==> src/hdl/prws_pkg.sv <==
// ----------------------------------------------------------------------------
// prws_pkg: shared definitions for the probe RTT window statistics core
// Widths, status codes, fixed constants and the divider status struct.
// ----------------------------------------------------------------------------
package prws_pkg;

  localparam int HIST_DEPTH = 16;
  localparam int AVG_CAP    = 12;

  localparam int RTT_W  = 32;
  localparam int SEQ_W  = 32;
  localparam int WAVG_W = 40;                        // 32.8 fixed point
  localparam int FRAC_W = 8;
  localparam int CNT_W  = $clog2(HIST_DEPTH + 1);   // holds 0 .. HIST_DEPTH
  localparam int AVG_W  = $clog2(AVG_CAP + 1);      // holds 0 .. AVG_CAP
  localparam int SUM_W  = RTT_W + CNT_W;
  localparam int LOSS_W = 14;
  localparam int TOP_IDX = HIST_DEPTH - 1;

  // The running average numerator is the widest dividend the divider sees.
  localparam int DVD_W = WAVG_W + AVG_W + 1;
  localparam int DVS_W = (AVG_W > CNT_W) ? AVG_W : CNT_W;
  localparam int DIV_CNT_W = $clog2(DVD_W + 1);

  localparam logic [RTT_W-1:0]  RTT_FLOOR_US = RTT_W'(1000);
  localparam logic [LOSS_W-1:0] LOSS_SCALE   = LOSS_W'(10000);

  localparam logic [1:0] ST_EMPTY    = 2'd0;
  localparam logic [1:0] ST_LOST     = 2'd1;
  localparam logic [1:0] ST_ANSWERED = 2'd2;

  typedef struct packed {
    logic busy;
    logic done;
  } div_stat_t;

endpackage

==> src/hdl/ping_rtt_window_statistics_core.sv <==
// ----------------------------------------------------------------------------
// ping_rtt_window_statistics_core: probe RTT window statistics
// Keeps a sliding window of probe slots keyed by sequence number, a running
// RTT average, and reports window minimum, maximum, mean and loss per reply.
// ----------------------------------------------------------------------------
//  channel | direction | handshake          | payload
//  --------+-----------+--------------------+-------------------------------
//  in      | input     | in_valid/in_ready  | op, seq, sent_time_us,
//          |           |                    | rcvd_time_us
//  out     | output    | out_valid/out_ready| weighted_avg_rtt_us, mean_rtt_us,
//          |           |                    | min_rtt_us, max_rtt_us,
//          |           |                    | loss_hundredths
//
// A sent event moves the window by d slots, d being 0 .. HIST_DEPTH.
// A reply takes the window move, three runs of the serial divider and a
// one-slot-per-cycle scan of the window, which rotates once round.
// The window moves one slot per cycle. Reset clears the window status,
// counters and average at once.
// A finished result waits in the output register; the next item is taken
// meanwhile, and the block holds its final step until the result is taken.
module ping_rtt_window_statistics_core (
  input  logic                          clk,
  input  logic                          rst,
  input  logic                          in_valid,
  output logic                          in_ready,
  input  logic                          op,
  input  logic [31:0]                   seq,
  input  logic [31:0]                   sent_time_us,
  input  logic [31:0]                   rcvd_time_us,
  output logic                          out_valid,
  input  logic                          out_ready,
  output logic [31:0]                   weighted_avg_rtt_us,
  output logic [31:0]                   mean_rtt_us,
  output logic [31:0]                   min_rtt_us,
  output logic [31:0]                   max_rtt_us,
  output logic [13:0]                   loss_hundredths
);

  localparam logic [3:0] S_IDLE      = 4'd0;
  localparam logic [3:0] S_PREP      = 4'd1;
  localparam logic [3:0] S_SHIFT     = 4'd2;
  localparam logic [3:0] S_WRITE     = 4'd3;
  localparam logic [3:0] S_AVG_GO    = 4'd4;
  localparam logic [3:0] S_AVG_WAIT  = 4'd5;
  localparam logic [3:0] S_SCAN      = 4'd6;
  localparam logic [3:0] S_MEAN_SET  = 4'd7;
  localparam logic [3:0] S_MEAN_GO   = 4'd8;
  localparam logic [3:0] S_MEAN_WAIT = 4'd9;
  localparam logic [3:0] S_LOSS_GO   = 4'd10;
  localparam logic [3:0] S_LOSS_WAIT = 4'd11;
  localparam logic [3:0] S_FIN       = 4'd12;

  logic [3:0] state;

  // Latched item.
  logic                          op_r;
  logic [prws_pkg::SEQ_W-1:0]    seq_r;
  logic [prws_pkg::RTT_W-1:0]    sent_r;
  logic [prws_pkg::RTT_W-1:0]    rcvd_r;

  // Block state.
  logic [1:0]                    status   [prws_pkg::HIST_DEPTH];
  logic [prws_pkg::RTT_W-1:0]    rtt_hist [prws_pkg::HIST_DEPTH];
  logic [prws_pkg::SEQ_W-1:0]    highest_seq;
  logic [prws_pkg::SEQ_W-1:0]    sent_count;
  logic [prws_pkg::AVG_W-1:0]    avg_div;
  logic [prws_pkg::WAVG_W-1:0]   wavg;

  // Working registers.
  logic [prws_pkg::RTT_W-1:0]    rtt;
  logic [prws_pkg::CNT_W-1:0]    cnt;
  logic [prws_pkg::CNT_W-1:0]    occupied;
  logic [prws_pkg::CNT_W-1:0]    lost;
  logic [prws_pkg::CNT_W-1:0]    answered;
  logic [prws_pkg::SUM_W-1:0]    sum;
  logic [prws_pkg::RTT_W-1:0]    mn;
  logic [prws_pkg::RTT_W-1:0]    mx;
  logic [prws_pkg::RTT_W-1:0]    mean_q;
  logic [prws_pkg::LOSS_W-1:0]   loss_q;

  // Divider interface.
  logic                          div_start;
  logic [prws_pkg::DVD_W-1:0]    div_a;
  logic [prws_pkg::DVS_W-1:0]    div_b;
  prws_pkg::div_stat_t           div_st;
  logic [prws_pkg::DVD_W-1:0]    div_q;

  // Combinational helpers.
  logic [prws_pkg::SEQ_W-1:0]    new_top;
  logic                          do_move;
  logic [prws_pkg::SEQ_W-1:0]    move_dist;
  logic [prws_pkg::CNT_W-1:0]    shift_n;
  logic [prws_pkg::RTT_W-1:0]    rtt_diff;
  logic [prws_pkg::AVG_W-1:0]    avg_div_next;
  logic [prws_pkg::AVG_W-1:0]    n_minus_1;
  logic [prws_pkg::WAVG_W+prws_pkg::AVG_W-1:0] avg_prod;
  logic [prws_pkg::CNT_W+prws_pkg::LOSS_W-1:0] loss_prod;
  logic                          shift_step;
  logic                          scan_step;
  logic                          out_free;

  assign in_ready = (state == S_IDLE);
  assign out_free = !out_valid || out_ready;

  assign new_top   = op_r ? seq_r : sent_count;
  assign do_move   = new_top > highest_seq;
  assign move_dist = new_top - highest_seq;
  assign shift_n   = (move_dist >= prws_pkg::SEQ_W'(prws_pkg::HIST_DEPTH)) ?
                     prws_pkg::CNT_W'(prws_pkg::HIST_DEPTH) :
                     move_dist[prws_pkg::CNT_W-1:0];
  assign rtt_diff = rcvd_r - sent_r;
  assign avg_div_next = (avg_div < prws_pkg::AVG_W'(prws_pkg::AVG_CAP)) ?
                        avg_div + 1'b1 : avg_div;
  assign n_minus_1 = avg_div - 1'b1;
  assign avg_prod  = wavg * n_minus_1;
  assign loss_prod = lost * prws_pkg::LOSS_SCALE;

  assign shift_step = (state == S_SHIFT);
  assign scan_step  = (state == S_SCAN);
  assign div_start  = (state == S_AVG_GO) || (state == S_MEAN_GO) ||
                      (state == S_LOSS_GO);

  prws_div u_div (
    .clk      (clk),
    .rst      (rst),
    .start    (div_start),
    .dividend (div_a),
    .divisor  (div_b),
    .stat     (div_st),
    .quotient (div_q)
  );

  // Window status: a move shifts towards slot 0 and brings in lost slots at
  // the top; the scan rotates the window once round so it ends unchanged.
  always_ff @(posedge clk) begin
    if (rst) begin
      for (int j = 0; j < prws_pkg::HIST_DEPTH; j++) begin
        status[j] <= prws_pkg::ST_EMPTY;
      end
    end else if (shift_step || scan_step) begin
      for (int j = 0; j < prws_pkg::TOP_IDX; j++) begin
        status[j] <= status[j+1];
      end
      status[prws_pkg::TOP_IDX] <= shift_step ? prws_pkg::ST_LOST : status[0];
    end else if (state == S_WRITE) begin
      status[prws_pkg::TOP_IDX] <= prws_pkg::ST_ANSWERED;
    end
  end

  always_ff @(posedge clk) begin
    if (shift_step || scan_step) begin
      for (int j = 0; j < prws_pkg::TOP_IDX; j++) begin
        rtt_hist[j] <= rtt_hist[j+1];
      end
      rtt_hist[prws_pkg::TOP_IDX] <= rtt_hist[0];
    end else if (state == S_WRITE) begin
      rtt_hist[prws_pkg::TOP_IDX] <= rtt;
    end
  end

  always_ff @(posedge clk) begin
    if (rst) begin
      state       <= S_IDLE;
      highest_seq <= '0;
      sent_count  <= '0;
      avg_div     <= '0;
      wavg        <= '0;
      out_valid   <= 1'b0;
    end else begin
      // In the final step a taken result is replaced by the new one below.
      if (out_valid && out_ready && state != S_FIN) begin
        out_valid <= 1'b0;
      end
      case (state)
        S_IDLE: begin
          if (in_valid) begin
            op_r   <= op;
            seq_r  <= seq;
            sent_r <= sent_time_us;
            rcvd_r <= rcvd_time_us;
            state  <= S_PREP;
          end
        end
        S_PREP: begin
          if (do_move) begin
            highest_seq <= new_top;
            cnt         <= shift_n;
          end
          if (!op_r) begin
            sent_count <= sent_count + 1'b1;
            state      <= do_move ? S_SHIFT : S_IDLE;
          end else begin
            rtt     <= (rtt_diff < prws_pkg::RTT_FLOOR_US) ? prws_pkg::RTT_FLOOR_US
                                                           : rtt_diff;
            avg_div <= avg_div_next;
            state   <= do_move ? S_SHIFT : S_WRITE;
          end
        end
        S_SHIFT: begin
          cnt <= cnt - 1'b1;
          if (cnt == prws_pkg::CNT_W'(1)) begin
            state <= op_r ? S_WRITE : S_IDLE;
          end
        end
        S_WRITE: begin
          div_a <= prws_pkg::DVD_W'(avg_prod) +
                   prws_pkg::DVD_W'({rtt, {prws_pkg::FRAC_W{1'b0}}});
          div_b <= prws_pkg::DVS_W'(avg_div);
          state <= S_AVG_GO;
        end
        S_AVG_GO: begin
          state <= S_AVG_WAIT;
        end
        S_AVG_WAIT: begin
          if (div_st.done) begin
            wavg     <= div_q[prws_pkg::WAVG_W-1:0];
            cnt      <= prws_pkg::CNT_W'(prws_pkg::HIST_DEPTH);
            occupied <= '0;
            lost     <= '0;
            answered <= '0;
            sum      <= '0;
            state    <= S_SCAN;
          end
        end
        S_SCAN: begin
          if (status[0] != prws_pkg::ST_EMPTY) begin
            occupied <= occupied + 1'b1;
            if (status[0] != prws_pkg::ST_ANSWERED) begin
              lost <= lost + 1'b1;
            end else begin
              answered <= answered + 1'b1;
              sum      <= sum + prws_pkg::SUM_W'(rtt_hist[0]);
              if (answered == '0 || rtt_hist[0] < mn) begin
                mn <= rtt_hist[0];
              end
              if (answered == '0 || rtt_hist[0] > mx) begin
                mx <= rtt_hist[0];
              end
            end
          end
          cnt <= cnt - 1'b1;
          if (cnt == prws_pkg::CNT_W'(1)) begin
            state <= S_MEAN_SET;
          end
        end
        S_MEAN_SET: begin
          div_a <= prws_pkg::DVD_W'(sum);
          div_b <= prws_pkg::DVS_W'(answered);
          state <= S_MEAN_GO;
        end
        S_MEAN_GO: begin
          state <= S_MEAN_WAIT;
        end
        S_MEAN_WAIT: begin
          if (div_st.done) begin
            mean_q <= div_q[prws_pkg::RTT_W-1:0];
            div_a  <= prws_pkg::DVD_W'(loss_prod);
            div_b  <= prws_pkg::DVS_W'(occupied);
            state  <= S_LOSS_GO;
          end
        end
        S_LOSS_GO: begin
          state <= S_LOSS_WAIT;
        end
        S_LOSS_WAIT: begin
          if (div_st.done) begin
            loss_q <= div_q[prws_pkg::LOSS_W-1:0];
            state  <= S_FIN;
          end
        end
        S_FIN: begin
          if (out_free) begin
            weighted_avg_rtt_us <= wavg[prws_pkg::WAVG_W-1:prws_pkg::FRAC_W];
            mean_rtt_us         <= mean_q;
            min_rtt_us          <= mn;
            max_rtt_us          <= mx;
            loss_hundredths     <= loss_q;
            out_valid           <= 1'b1;
            state               <= S_IDLE;
          end
        end
        default: begin
          state <= S_IDLE;
        end
      endcase
    end
  end

  a_top_answered: assert property (@(posedge clk) disable iff (rst)
    state == S_WRITE |=> status[prws_pkg::TOP_IDX] == prws_pkg::ST_ANSWERED)
    else $error("newest slot not answered after a reply");

  a_divisor_cap: assert property (@(posedge clk) disable iff (rst)
    avg_div <= prws_pkg::AVG_W'(prws_pkg::AVG_CAP))
    else $error("average divisor above its cap");

  a_min_le_max: assert property (@(posedge clk) disable iff (rst)
    out_valid |-> min_rtt_us <= max_rtt_us)
    else $error("window minimum above maximum");

  a_loss_range: assert property (@(posedge clk) disable iff (rst)
    out_valid |-> loss_hundredths <= prws_pkg::LOSS_SCALE)
    else $error("loss ratio out of range");

  a_fin_holds: assert property (@(posedge clk) disable iff (rst)
    state == S_FIN && out_valid && !out_ready |=> state == S_FIN)
    else $error("result dropped while output stalled");

endmodule

==> src/hdl/prws_div.sv <==
// ----------------------------------------------------------------------------
// prws_div: shared serial divider
// Restoring division, one quotient bit per cycle, used for the running
// average, the window mean and the loss ratio in turn.
// ----------------------------------------------------------------------------
module prws_div (
  input  logic                         clk,
  input  logic                         rst,
  input  logic                         start,
  input  logic [prws_pkg::DVD_W-1:0]   dividend,
  input  logic [prws_pkg::DVS_W-1:0]   divisor,
  output prws_pkg::div_stat_t          stat,
  output logic [prws_pkg::DVD_W-1:0]   quotient
);

  logic [prws_pkg::DVD_W-1:0]     q;
  logic [prws_pkg::DVS_W-1:0]     rem;
  logic [prws_pkg::DIV_CNT_W-1:0] cnt;
  logic                           busy;
  logic                           done;
  logic [prws_pkg::DVS_W:0]       rem_sh;
  logic [prws_pkg::DVS_W:0]       diff;
  logic                           ge;

  assign rem_sh = {rem, q[prws_pkg::DVD_W-1]};
  assign ge     = rem_sh >= {1'b0, divisor};
  assign diff   = rem_sh - {1'b0, divisor};

  always_ff @(posedge clk) begin
    if (rst) begin
      busy <= 1'b0;
      done <= 1'b0;
    end else begin
      done <= 1'b0;
      if (start) begin
        q    <= dividend;
        rem  <= '0;
        cnt  <= prws_pkg::DIV_CNT_W'(prws_pkg::DVD_W);
        busy <= 1'b1;
      end else if (busy) begin
        // The dividend shifts out at the top while quotient bits enter below.
        rem <= ge ? diff[prws_pkg::DVS_W-1:0] : rem_sh[prws_pkg::DVS_W-1:0];
        q   <= {q[prws_pkg::DVD_W-2:0], ge};
        cnt <= cnt - 1'b1;
        if (cnt == prws_pkg::DIV_CNT_W'(1)) begin
          busy <= 1'b0;
          done <= 1'b1;
        end
      end
    end
  end

  assign stat.busy = busy;
  assign stat.done = done;
  assign quotient  = q;

  a_start_when_free: assert property (@(posedge clk) disable iff (rst)
    start |-> !busy)
    else $error("divider started while busy");

  a_done_after_busy: assert property (@(posedge clk) disable iff (rst)
    done |-> $past(busy) && !busy)
    else $error("divider done without a finished run");

  a_count_live: assert property (@(posedge clk) disable iff (rst)
    busy |-> cnt != '0)
    else $error("divider busy with an exhausted count");

endmodule
==> config.mk <==
export PLATFORM = sky130hd
export DESIGN_NAME = ping_rtt_window_statistics_core
export DESIGN_NICKNAME = d
export VERILOG_FILES = /design/src/hdl/prws_pkg.sv /design/src/hdl/ping_rtt_window_statistics_core.sv /design/src/hdl/prws_div.sv
export SDC_FILE = /design/constraint.sdc
export NUM_CORES = 2
export LEC_CHECK = 0
export ABC_AREA = 1
export CAP_MARGIN = 20
export CORE_MARGIN = 2
export CORE_UTILIZATION = 50
export CTS_BUF_LIST = sky130_fd_sc_hd__clkbuf_8
export DETAILED_ROUTE_END_ITERATION = 12
export DONT_BUFFER_PORTS = 1
export PLACE_DENSITY = 0.75
export SLEW_MARGIN = 20
export SYNTH_ARGS = -nofsm -noshare
export SYNTH_HDL_FRONTEND = slang
export SYNTH_SLANG_ARGS = --single-unit
==> constraint.sdc <==
create_clock -name clk -period 34.4 [get_ports clk]
set_clock_uncertainty 0.05 [all_clocks]
set_input_delay 1.72 -clock clk [delete_from_list [all_inputs] [get_ports clk]]
set_output_delay 1.72 -clock clk [all_outputs]
set_load 0.005 [all_outputs]
==> reports/results.ini <==
[timing]
fin_crit_ps=5560
tightestPinTransition_ps=1030
hold_violations=0
holdWs_ps=332
maxSlewViolCount=0
finalCritPeriodShare=0.162
setup_violations=0
fin_tns_setup_ps=0
rsz0062_at_grt=false
slew_headroom=0.311
fmax_mhz=180

[cts]
cts_num_sinks=1203
holdBufCountCts=0
cts.path.max_buffers=3
ctsRootBufferMaster=clkbuf_8
clkSlewWorstSetupHoldPaths_ps=60
cts_tree=yes
cts_buffers=184
cts_resized=0
cts_setup_buffers=0
cts_max_level=4
insertion_delay_ps=890

[drt]
routed-via-count=36718
vias_per_cell=5.25
drtPass1Iterations=6
wl_per_cell_um=18.4
drc=0
antenna_left=0
detail_route.wirelength_um=128000
drtIter0Drc=3102

[floorplanning]
core_um2=112000
rows=123
die_width_um=340
die_h_um=340
start_util=0.502
io_pins=245
dieArea_um2=115000

[worst_setup_path]
start_kind=flip-flop
crit_type=flip-flop to flip-flop
crit_fanout=37
critPathRequiredTime_ps=34880
crit_arrival_ps=6040
crit_path_end_kind=flip-flop

[power]
fin_total_pwr_w=0.00412
p_leak_nw=25.8
vdd_ir_drop_max_mv=0.0551
p_per_area_nw_per_um2=66.5

[grt]
grt_overflow=0
grt_usage=0.223
grt_max_degree=226
antenna_found_initial=6
grt_pass1_wl_um=200000
grt_pass1_vias=36721

[logic_synthesis]
ys_ff_latch=1203
synth_nets=5671
synth_top_cell_area_share=0.580
synthArstFlopShare=0
synth_seq_area_share=0.621
ys_warn_count=0
synth_area_leaders=edfxtp_1 58%, nand2_1 7.2%, inv_1 5.6%
syn-instance-count=5200
ys.flop_type=edfxtp_1
yosys.cell_types.count=59
synth_area_leader_cell=edfxtp_1
syn_area_per_cell_um2=10.8
synth_edf_count=1088
synth_area_um2=56300

[final_layout]
drive_above_1_share=0.0650
fill_cells=9529
area_delta_synth_final_pct=10.1
fin_nets=5805
fin_cells=6990
seq_area_um2=35000
multi_input_area_um2=17900

[job]
drv_cap=0

[place]
dp_hpwl_um=93200
dp_cells=6646
io_buffer_count=0
gp_congestion=0.946

[run_status]
status=completed

[min_path]
hold_class=flip-flop to flip-flop

[layer usage]
layer,vias to the layer above,global-route usage,wire length [um]
li1,17699,-,-
met1,17494,0.303,55800
met2,1273,0.357,59500
met3,250,0.0482,9490
met4,2,0.0763,3680
met5,-,0,12
[cells in the mapped netlist (5+ instances only)]
library cell and count:
or2_2 12, a221oi_1 5, inv_1 847, a31oi_1 21, a21oi_1 341, nor3_1 55
buf_2 6, nand4_1 38, nor3b_1 5, nor2_1 487, nand2_2 8, xnor2_1 11
o221ai_1 9, clkbuf_1 71, a21boi_0 5, a21o_1 17, nand3b_1 19, fa_1 117
nor2_2 9, o211ai_1 9, and2_1 6, nor4_1 9, o21a_1 7, dfxtp_1 115
nand2_1 1085, ha_1 253, nand3_1 147, inv_2 7, and3_1 7, xor2_1 29
buf_1 8, o21bai_1 17, o21ai_0 282, edfxtp_1 1088
[final cells by class]
class / count / share of cell area
Antenna cell: 1 / 0.0000404
Clock buffer: 193 / 0.0429
Clock inverter: 148 / 0.0166
Inverter: 855 / 0.0518
Multi-Input combinational cell: 3055 / 0.288
Sequential cell: 1203 / 0.564
Tap cell: 1500 / 0.0303
Timing Repair Buffer: 35 / 0.00547
[state kept, by name (all words and copies together) (netlist names), 37 cells and up]
signal / flops
div_a: 45
u_div.quotient: 45
rtt_hist: 512
sum: 37
wavg: 40
[power by group]
| group | internal, W | switching, W | leakage, nW |
|---|---|---|---|
| logic | 0.000255 | 0.000661 | 12.8 |
| clock network | 0.000607 | 0.000568 | 2.12 |
| registers | 0.00193 | 0.0000971 | 10.9 |
| total | 0.00280 | 0.00133 | 25.8 |
[cell usage in the layout, fill, tap and decap left out, types with 11 or more instances in the layout]
master    instances
o21bai_1         17
or2_2            12
nor3_1           52
nor2_1          481
xor2_1           29
nand2_1        1083
a21oi_1         339
nand3b_1         19
nand3_1         147
a31oi_1          21
ha_1            253
a21o_1           17
dfxtp_1         115
clkinv_2         24
clkbuf_8        193
nor2_2           12
buf_4            30
clkinv_1         33
edfxtp_1       1088
inv_1           910
fa_1            117
o21ai_0         281
xnor2_1          11
nand4_1          38
[through the flow]
step	setup WS [ps]	util	instance area, um2
2_1_floorplan	8260	-	56300
3_3_place_gp	29000	0.519	58200
3_5_place_dp	28930	0.520	58200
4_1_cts	28890	0.552	61900
5_1_grt	28370	0.553	62000
6_report	28840	0.553	62000
[cell families (layout without fill, tap and decap cells)]
family / count (synthesis) / after routing / synth area share
AOI/OAI and AO/OA: 736 / 736 / 0.0704
xor gates and xnor gates: 40 / 40 / 0.00622
adders and majority gates: 370 / 370 / 0.0978
buffers and inverters: 942 / 1231 / 0.0631
DFF: 1203 / 1203 / 0.621
other: 0 / 1 / 0
and+or+nand+nor: 1909 / 1909 / 0.141
[critical path, stage by stage (launching register included)]
cell and delay [ps]:
dfxtp_1 310, inv_1 160, nand3_1 130, xor2_1 200, inv_2 610, nor2_1 140, fa_1 560, fa_1 580
inv_1 60, fa_1 500, inv_1 40, ha_1 320, inv_1 90, o21ai_0 140, a21oi_1 290, o21ai_0 130
nand2_1 70, nand3_1 130, a21oi_1 380, xor2_1 170, o21ai_0 140
[worst paths after layout]
path                       start          endpoint  slack [ps]  cells after the start
setup / recovery      avg_div[0]         div_a[27]       28840                     20
hold / removal    rtt_hist[1][1]  rtt_hist[0][225]         330                      0
setup reg to reg      avg_div[0]         div_a[27]       28840                     20
hold reg to reg   rtt_hist[1][1]  rtt_hist[0][225]         330                      0
(Power assumes the default switching activity.)
